File: src/hdl/mexp_pkg.sv
// ----------------------------------------------------------------------------
// mexp_pkg: shared types and constants for modular exponentiation
// Field widths of the stream payload and the sequencer state encoding.
// ----------------------------------------------------------------------------
`default_nettype none

package mexp_pkg;

    localparam int BASE_W = 32;                     // base_value width
    localparam int EXP_W  = 63;                     // exponent width
    localparam int IN_W   = 96;                     // input tdata, byte padded
    localparam int OP_W   = 32;                     // scanned multiplier operand width

    typedef enum logic [2:0] {
        S_IDLE,
        S_BASE,     // base reduction: base * (1 mod m)
        S_MUL,      // acc * sq
        S_SQR,      // sq * sq
        S_DONE
    } state_t;

endpackage

`default_nettype wire

File: src/hdl/mexp_modmul.sv
// ----------------------------------------------------------------------------
// mexp_modmul: bit-serial modular multiplier
// Interleaved shift-add multiply, one bit of a per cycle, with the running
// remainder kept below m by up to two conditional subtractions.
// ----------------------------------------------------------------------------
`default_nettype none

module mexp_modmul #(
    parameter int MOD_BITS = 31
) (
    input  wire logic                          clk,
    input  wire logic                          rst_n,
    input  wire logic                          start,
    input  wire logic [mexp_pkg::OP_W-1:0]     a,       // any value, scanned MSB first
    input  wire logic [MOD_BITS-1:0]           x,       // must be below m
    input  wire logic [MOD_BITS-1:0]           m,       // nonzero
    output logic                               done,
    output logic [MOD_BITS-1:0]                result
);
    import mexp_pkg::*;

    localparam int CNT_W = $clog2(OP_W + 1);
    localparam int T_W   = MOD_BITS + 2;

    logic                busy_reg, busy_next;
    logic                done_reg, done_next;
    logic [CNT_W-1:0]    cnt_reg, cnt_next;
    logic [OP_W-1:0]     a_reg, a_next;
    logic [MOD_BITS-1:0] x_reg, x_next;
    logic [MOD_BITS-1:0] m_reg, m_next;
    logic [MOD_BITS-1:0] r_reg, r_next;

    logic [T_W-1:0] sum;
    logic [T_W-1:0] sub1;
    logic [T_W-1:0] sub2;
    logic [T_W-1:0] m_ext;

    // r < m and x < m, so 2r + x < 3m: at most two subtractions
    always_comb
    begin
        m_ext = T_W'(m_reg);
        sum   = T_W'({r_reg, 1'b0}) + (a_reg[OP_W-1] ? T_W'(x_reg) : T_W'(0));
        sub1  = (sum  >= m_ext) ? sum  - m_ext : sum;
        sub2  = (sub1 >= m_ext) ? sub1 - m_ext : sub1;
    end

    always_comb
    begin
        busy_next = busy_reg;
        done_next = 1'b0;
        cnt_next  = cnt_reg;
        a_next    = a_reg;
        x_next    = x_reg;
        m_next    = m_reg;
        r_next    = r_reg;
        if (start)
        begin
            busy_next = 1'b1;
            cnt_next  = CNT_W'(OP_W);
            a_next    = a;
            x_next    = x;
            m_next    = m;
            r_next    = '0;
        end
        else if (busy_reg)
        begin
            r_next   = sub2[MOD_BITS-1:0];
            a_next   = {a_reg[OP_W-2:0], 1'b0};
            cnt_next = cnt_reg - CNT_W'(1);
            if (cnt_reg == CNT_W'(1))
            begin
                busy_next = 1'b0;
                done_next = 1'b1;
            end
        end
    end

    always_ff @(posedge clk or negedge rst_n)
    begin
        if (!rst_n)
        begin
            busy_reg <= 1'b0;
            done_reg <= 1'b0;
            cnt_reg  <= '0;
        end
        else
        begin
            busy_reg <= busy_next;
            done_reg <= done_next;
            cnt_reg  <= cnt_next;
        end
    end

    always_ff @(posedge clk)
    begin
        a_reg <= a_next;
        x_reg <= x_next;
        m_reg <= m_next;
        r_reg <= r_next;
    end

    assign done   = done_reg;
    assign result = r_reg;

endmodule

`default_nettype wire

File: src/hdl/mexp_seq.sv
// ----------------------------------------------------------------------------
// mexp_seq: square-and-multiply sequencer
// Walks the exponent from bit 0 upward, issuing multiplies to the shared
// modular multiplier; stops as soon as no exponent bits remain.
// ----------------------------------------------------------------------------
`default_nettype none

module mexp_seq #(
    parameter int MOD_BITS = 31
) (
    input  wire logic                           clk,
    input  wire logic                           rst_n,
    input  wire logic                           in_valid,
    output logic                                in_ready,
    input  wire logic [mexp_pkg::BASE_W-1:0]    in_base,
    input  wire logic [mexp_pkg::EXP_W-1:0]     in_exp,
    input  wire logic [MOD_BITS-1:0]            modulus,
    output logic                                res_valid,
    input  wire logic                           res_ready,
    output logic [MOD_BITS-1:0]                 result
);
    import mexp_pkg::*;

    state_t state_reg, state_next;
    logic   start_reg, start_next;

    logic [BASE_W-1:0]   base_reg, base_next;
    logic [EXP_W-1:0]    exp_reg, exp_next;
    logic [MOD_BITS-1:0] mod_reg, mod_next;
    logic [MOD_BITS-1:0] acc_reg, acc_next;
    logic [MOD_BITS-1:0] sq_reg, sq_next;

    logic [MOD_BITS-1:0] one_m;
    logic [OP_W-1:0]     mul_a;
    logic [MOD_BITS-1:0] mul_x;
    logic                mul_done;
    logic [MOD_BITS-1:0] mul_res;

    assign one_m = (mod_reg == MOD_BITS'(1)) ? '0 : MOD_BITS'(1);

    always_comb
    begin
        unique case (state_reg)
            S_BASE:
            begin
                mul_a = base_reg;
                mul_x = one_m;
            end
            S_MUL:
            begin
                mul_a = OP_W'(acc_reg);
                mul_x = sq_reg;
            end
            default:
            begin
                mul_a = OP_W'(sq_reg);
                mul_x = sq_reg;
            end
        endcase
    end

    mexp_modmul #(
        .MOD_BITS (MOD_BITS)
    ) u_modmul (
        .clk    (clk),
        .rst_n  (rst_n),
        .start  (start_reg),
        .a      (mul_a),
        .x      (mul_x),
        .m      (mod_reg),
        .done   (mul_done),
        .result (mul_res)
    );

    always_comb
    begin
        state_next = state_reg;
        start_next = 1'b0;
        base_next  = base_reg;
        exp_next   = exp_reg;
        mod_next   = mod_reg;
        acc_next   = acc_reg;
        sq_next    = sq_reg;
        in_ready   = 1'b0;
        res_valid  = 1'b0;
        unique case (state_reg)
            S_IDLE:
            begin
                in_ready = 1'b1;
                if (in_valid)
                begin
                    base_next = in_base;
                    exp_next  = in_exp;
                    mod_next  = modulus;
                    if (modulus == '0)
                    begin
                        acc_next   = '0;
                        state_next = S_DONE;
                    end
                    else
                    begin
                        acc_next   = (modulus == MOD_BITS'(1)) ? '0 : MOD_BITS'(1);
                        start_next = 1'b1;
                        state_next = S_BASE;
                    end
                end
            end
            S_BASE:
            begin
                if (mul_done)
                begin
                    sq_next = mul_res;
                    if (exp_reg == '0)
                        state_next = S_DONE;
                    else
                    begin
                        start_next = 1'b1;
                        state_next = exp_reg[0] ? S_MUL : S_SQR;
                    end
                end
            end
            S_MUL:
            begin
                if (mul_done)
                begin
                    acc_next = mul_res;
                    if (exp_reg[EXP_W-1:1] == '0)
                        state_next = S_DONE;
                    else
                    begin
                        start_next = 1'b1;
                        state_next = S_SQR;
                    end
                end
            end
            S_SQR:
            begin
                // only entered while higher exponent bits remain
                if (mul_done)
                begin
                    sq_next    = mul_res;
                    exp_next   = {1'b0, exp_reg[EXP_W-1:1]};
                    start_next = 1'b1;
                    state_next = exp_reg[1] ? S_MUL : S_SQR;
                end
            end
            S_DONE:
            begin
                res_valid = 1'b1;
                if (res_ready)
                    state_next = S_IDLE;
            end
            default:
            begin
                state_next = S_IDLE;
            end
        endcase
    end

    always_ff @(posedge clk or negedge rst_n)
    begin
        if (!rst_n)
        begin
            state_reg <= S_IDLE;
            start_reg <= 1'b0;
        end
        else
        begin
            state_reg <= state_next;
            start_reg <= start_next;
        end
    end

    always_ff @(posedge clk)
    begin
        base_reg <= base_next;
        exp_reg  <= exp_next;
        mod_reg  <= mod_next;
        acc_reg  <= acc_next;
        sq_reg   <= sq_next;
    end

    assign result = acc_reg;

endmodule

`default_nettype wire

File: src/hdl/modular_exponentiation.sv
// ----------------------------------------------------------------------------
// modular_exponentiation: base^exponent mod modulus, square and multiply
// Stream in, stream out, one result per request; modulus set over cfg.
// ----------------------------------------------------------------------------
//  channel  | dir | handshake                | payload
//  s_axis   | in  | s_axis_tvalid/tready     | tdata: base_value[31:0], exponent[94:32]
//  m_axis   | out | m_axis_tvalid/tready     | tdata: power_mod[MOD_BITS-1:0]
//  cfg      | in  | cfg_valid/cfg_ready      | cfg_data: modulus
//
//  Each modular multiply runs on the one bit-serial unit (load, 32 bit steps,
//  hand-off). A request holds the sequencer for n = k + h multiplies for a
//  nonzero exponent, with h the index+1 of the highest set exponent bit and
//  k its popcount.
//  Exponent zero needs only the base step (n = 1); modulus zero none (n = 0).
//  cfg_ready is always high; the modulus resets to 1.
//  A finished result sits in the output register, so the next request is
//  taken while m_axis is stalled.
// ----------------------------------------------------------------------------
`default_nettype none

module modular_exponentiation #(
    parameter int MOD_BITS = 31
) (
    input  wire logic                           clk,
    input  wire logic                           rst_n,
    input  wire logic                           s_axis_tvalid,
    output logic                                s_axis_tready,
    input  wire logic [mexp_pkg::IN_W-1:0]      s_axis_tdata,   // base_value, exponent, pad
    output logic                                m_axis_tvalid,
    input  wire logic                           m_axis_tready,
    output logic [((MOD_BITS+7)/8)*8-1:0]       m_axis_tdata,   // power_mod, pad
    input  wire logic                           cfg_valid,
    output logic                                cfg_ready,
    input  wire logic [MOD_BITS-1:0]            cfg_data        // modulus
);
    import mexp_pkg::*;

    localparam int OUT_W = ((MOD_BITS + 7) / 8) * 8;

    logic [MOD_BITS-1:0] modulus_reg, modulus_next;
    logic                out_valid_reg, out_valid_next;
    logic [MOD_BITS-1:0] out_data_reg, out_data_next;

    logic                seq_valid;
    logic                seq_ready;
    logic [MOD_BITS-1:0] seq_result;

    assign cfg_ready    = 1'b1;
    assign modulus_next = (cfg_valid && cfg_ready) ? cfg_data : modulus_reg;

    mexp_seq #(
        .MOD_BITS (MOD_BITS)
    ) u_seq (
        .clk       (clk),
        .rst_n     (rst_n),
        .in_valid  (s_axis_tvalid),
        .in_ready  (s_axis_tready),
        .in_base   (s_axis_tdata[BASE_W-1:0]),
        .in_exp    (s_axis_tdata[BASE_W+EXP_W-1:BASE_W]),
        .modulus   (modulus_reg),
        .res_valid (seq_valid),
        .res_ready (seq_ready),
        .result    (seq_result)
    );

    assign seq_ready = !out_valid_reg || m_axis_tready;

    always_comb
    begin
        out_valid_next = out_valid_reg;
        out_data_next  = out_data_reg;
        if (m_axis_tready)
            out_valid_next = 1'b0;
        if (seq_valid && seq_ready)
        begin
            out_valid_next = 1'b1;
            out_data_next  = seq_result;
        end
    end

    always_ff @(posedge clk or negedge rst_n)
    begin
        if (!rst_n)
        begin
            modulus_reg   <= MOD_BITS'(1);
            out_valid_reg <= 1'b0;
        end
        else
        begin
            modulus_reg   <= modulus_next;
            out_valid_reg <= out_valid_next;
        end
    end

    always_ff @(posedge clk)
    begin
        out_data_reg <= out_data_next;
    end

    assign m_axis_tvalid = out_valid_reg;
    assign m_axis_tdata  = OUT_W'(out_data_reg);

    // a taken request leaves the sequencer not ready in the cycle after
    a_busy_after_request: assert property (
        @(posedge clk) disable iff (!rst_n)
        (s_axis_tvalid && s_axis_tready) |=> !s_axis_tready
    ) else $error("sequencer ready right after taking a request");

    // a finished result held back by the output register must not change
    a_result_held: assert property (
        @(posedge clk) disable iff (!rst_n)
        (seq_valid && !seq_ready) |=> (seq_valid && $stable(seq_result))
    ) else $error("sequencer result changed while stalled");

endmodule

`default_nettype wire
File: config.mk
export PLATFORM = sky130hd
export DESIGN_NAME = modular_exponentiation
export DESIGN_NICKNAME = d
export VERILOG_FILES = /design/src/hdl/mexp_pkg.sv /design/src/hdl/mexp_modmul.sv /design/src/hdl/mexp_seq.sv /design/src/hdl/modular_exponentiation.sv
export SDC_FILE = /design/constraint.sdc
export NUM_CORES = 1
export LEC_CHECK = 0
export BUFFER_PORTS_ARGS = -buffer_cell sky130_fd_sc_hd__buf_2
export CAP_MARGIN = 20
export CORE_MARGIN = 2
export CORE_UTILIZATION = 45
export CTS_CLUSTER_DIAMETER = 30
export CTS_CLUSTER_SIZE = 28
export DETAILED_ROUTE_END_ITERATION = 16
export PLACE_DENSITY = 0.64
export SKIP_LAST_GASP = 1
export SYNTH_ARGS = -nofsm -noshare
export SYNTH_HDL_FRONTEND = slang
export SYNTH_SLANG_ARGS = --single-unit
File: constraint.sdc
create_clock -name clk -period 7.76 [get_ports clk]
set_clock_uncertainty 0.15 [all_clocks]
set_input_delay 2.328 -clock clk [delete_from_list [all_inputs] [get_ports clk]]
set_output_delay 2.328 -clock clk [all_outputs]
set_load 0.05 [all_outputs]
==> summary.md <==
## Hold path
- reg -> reg — worst min path class
- 0 — hold-critical path depth

## Drt
- 16.0k — via total after detailed routing
- 5.52 — detailed-route vias per instance
- 1203 — Iteration-0 DRC Markers
- 8 — First-pass DRT Iterations
- 0 — DRC Markers
- 19.6 um — Avg WL per Cell
- 56800 um — final routed wirelength across all metal layers
- 0 — post-route antenna net violation count

## Global route
- 73 — maximum number of pins on one net before global-route repair
- 0 — antenna violations before repair
- 86400 um — wire length of the first global-routing pass
- 0 — Overflow after GRT
- 23.7% — All-Layer GR Usage
- 15.9k — number of global-route vias before repair

## STA
- 7570 ps — minimum clock period after layout
- 45.1% — worst max-slew margin expressed relative to the limit
- yes — RSZ-0062 raised after global routing
- 0 — final number of setup-violating endpoints
- 97.6% — final critical-path share of the clock period
- 0 — Hold Vio Cnt, Final
- 0.132 GHz — fmax
- 823 ps — Slew @ Worst Pin
- 0 — count of final max-slew check failures

## Pwr
- 11.1 nW — leak pwr
- 0.287 mV — Peak supply drop
- 221 nW/um^2 — Power per Cell Area
- 0.00615 W — Design Power

## Floorplanning
- 217 um — Die Span Y
- 167 — I/O pin count
- 45100 um^2 — Core Region
- 217 um — width of the die
- 45.3% — Initial Utilization
- 47100 um^2 — die area
- 78 — num rows

## Flow run
- 0 — number of max-capacitance violations reported

## Clock tree
- yes — clock tree from TritonCTS
- 50 ps — register clock-pin slew on the reported worst setup and hold paths
- 0 — # hold bufs at CTS
- 87 — Num CTS Buffers
- clkbuf_16 — clock root buffer
- 3 — H-tree level count
- 388 — count of clock tree sinks
- 630 ps — insertion delay of the later-clocked pin in the worst-skew pair
- 3 — maximum count of clock buffers along a single path

## Logic synthesis
- 0 — YS warnings
- 388 — Yosys reg bits
- edfxtp_1 — flip-flop cell with the highest count after synthesis
- edfxtp_1, nor2_1, nand2_1 — most frequent cells after synthesis
- edfxtp_1 — leading cell type by number of instances after synthesis
- 1771 — synthesized instance count
- 11.5 um^2 — average size of a mapped cell
- edfxtp_1, mux2_2, ha_1 — Synth area leaders
- 54.4% — portion of the post-synthesis area used by sequential elements
- edfxtp_1 — largest area contributor in the synthesized netlist
- 11.3% — share of async-settable or async-resettable flops after synthesis
- 89 — number of distinct standard cells referenced by the synthesized netlist
- 20400 um^2 — Netlist Area Pre-Place
- 2000 — Synth Net Count
- 46.0% — share of Yosys cell area claimed by the top area cell type
- 313 — number of enable flip-flop cells after synthesis

## Setup path
- 7940 ps — Data arrival, critical path
- 8120 ps — required time at the endpoint of the critical path
- reg -> reg — critical path class
- flip-flop — nature of the critical path startpoint
- 440 ps — biggest cell delay along the critical path
- flip-flop — critical path capture point type
- edfxtp_1 — CP max-delay cell
- 36 — cells on worst reg2reg path
- 5 — maximum fanout along the worst path

## Final layout
- 27800 um^2 — post-route standard cell area excluding fillers
- 3577 — filler instances
- 36.3% — fraction of layout instances using a drive strength above 1
- 36.0% — area growth from synthesis to layout
- 11100 um^2 — register area
- 63 — Largest register FFs
- 0 — ant diodes
- 2902 — final standard cell count with taps included and fillers excluded
- 2459 — Total Nets Final
- 9550 um^2 — area of the multi-input gates

## Place
- 39800 um — total half-perimeter wirelength after legalization and detailed placement
- 1.01 — gpl congestion
- 23600 um^2 — DP Area
- 163 — Port Buffer Count
- 2704 — total instance count after detailed placement

## Status
- complete, no violations — result of the run

per-stage QoR:
| step | setup slack (ps) | hold slack [ps] | utilization, % | setup TNS, ps |
|---|---|---|---|---|
| finish | 189 | 296 | 61.7 | 0 |
| CTS | 28.2 | 296 | 60.1 | 0 |
| detailed placement | -315 | 286 | 52.3 | -5750 |
| global placement | -206 | 283 | 52.3 | -2910 |
| floorplan | 577 | 268 | - | 0 |
| global route | -60.7 | 304 | 61.7 | -614 |
placed cells by master (no fill, tap or decap), types with 12 or more instances in the layout:
cell       Yosys  layout
a31oi_1       45      42
mux2_2       118     116
nand3_1       37      31
xnor2_1       48      43
nor4_1        36      35
dfxtp_1       31      31
ha_4           0      18
nor2b_1       43      41
a21o_1        30      30
a21oi_1       75      65
buf_4          4     259
buf_2          9     165
clkinv_1       0      13
inv_1         67      65
a22oi_1       31      31
edfxtp_1     313     313
nor2_1       138     135
clkbuf_16      0      90
bufinv_16      0      15
xor2_1        29      26
and2_1        63      60
clkinv_2       0      15
nand2_1      132     129
and3_1        14      12
nand2b_1      21      21
dfrtp_1       43      42
nand4_1       24      24
a311oi_1      19      12
o21a_1        13      12
ha_1          94      73
nor3_1        37      33
a211oi_1      19      12
o21ai_0       51      36
worst max-delay path: cells and delay by family, from the launching register on:
kind / cells / cell delay, ps
fa+ha+maj: 3 / 830
flops: 1 / 440
mux: 1 / 200
buf+inv: 7 / 980
xor+xnor: 1 / 140
compound gates: 12 / 3030
simple gates: 12 / 1660
final timing paths:
path	from	endpoint	slack, ps
setup / recovery	u_seq.u_modmul.a_reg[31]	u_seq.u_modmul.result[6]	190
hold / removal	u_seq.result[3]	out_data_reg[3]	300
setup reg to reg	u_seq.u_modmul.a_reg[31]	u_seq.u_modmul.result[6]	190
hold reg to reg	u_seq.result[3]	out_data_reg[3]	300
max in group asynchronous	rst_n	modulus_reg[0]	5410
min in group asynchronous	rst_n	u_seq.u_modmul.cnt_reg[2]	1490
cells by family (layout without fill, tap and decap cells):
kind of cell | Yosys count | count (layout) | share of synthesized area, %
flops | 388 | 388 | 54.4
other cells | 2 | 2 | 0.0367
mux | 125 | 125 | 6.89
simple gates | 572 | 572 | 14.0
fa+ha+maj | 97 | 97 | 6.05
xor+xnor | 77 | 77 | 3.30
compound gates | 371 | 372 | 12.5
buf+inv | 139 | 669 | 2.79
report_power, final:
part | switching [W] | internal, W | leakage (nW)
clock | 0.00117 | 0.00263 | 1.49
combinational | 0.0000285 | 0.0000505 | 6.13
sequential | 0.0000132 | 0.00226 | 3.53
area by class of cell:
type	count	share of cell area [%]
clock buffer	98	8.28
clock inverter	63	2.80
inverter	67	0.904
multi-input combinational	1245	34.3
sequential	388	40.0
tap	600	2.70
timing repair buffer	441	11.0
per-layer routing:
layer / GRT usage (%) / up-vias / share of wire, % / wire, um
met2: 36.8 / 534 / 46 / 25900
met4: 8.01 / 0 / 2.8 / 1570
li1: - / 7608 / - / -
met5: 0 / - / 0 / 0
met1: 33.1 / 7746 / 45 / 25600
met3: 4.88 / 118 / 6.5 / 3710
timing repair:
item                                    in CTS  in global routing
cloned                                       3                  2
pin swaps                                   24                 52
gates resized for setup                     52                 94
buffers inserted                            14                 16
endpoints found under the setup margin      31                 31
(Power assumes the default switching activity.)
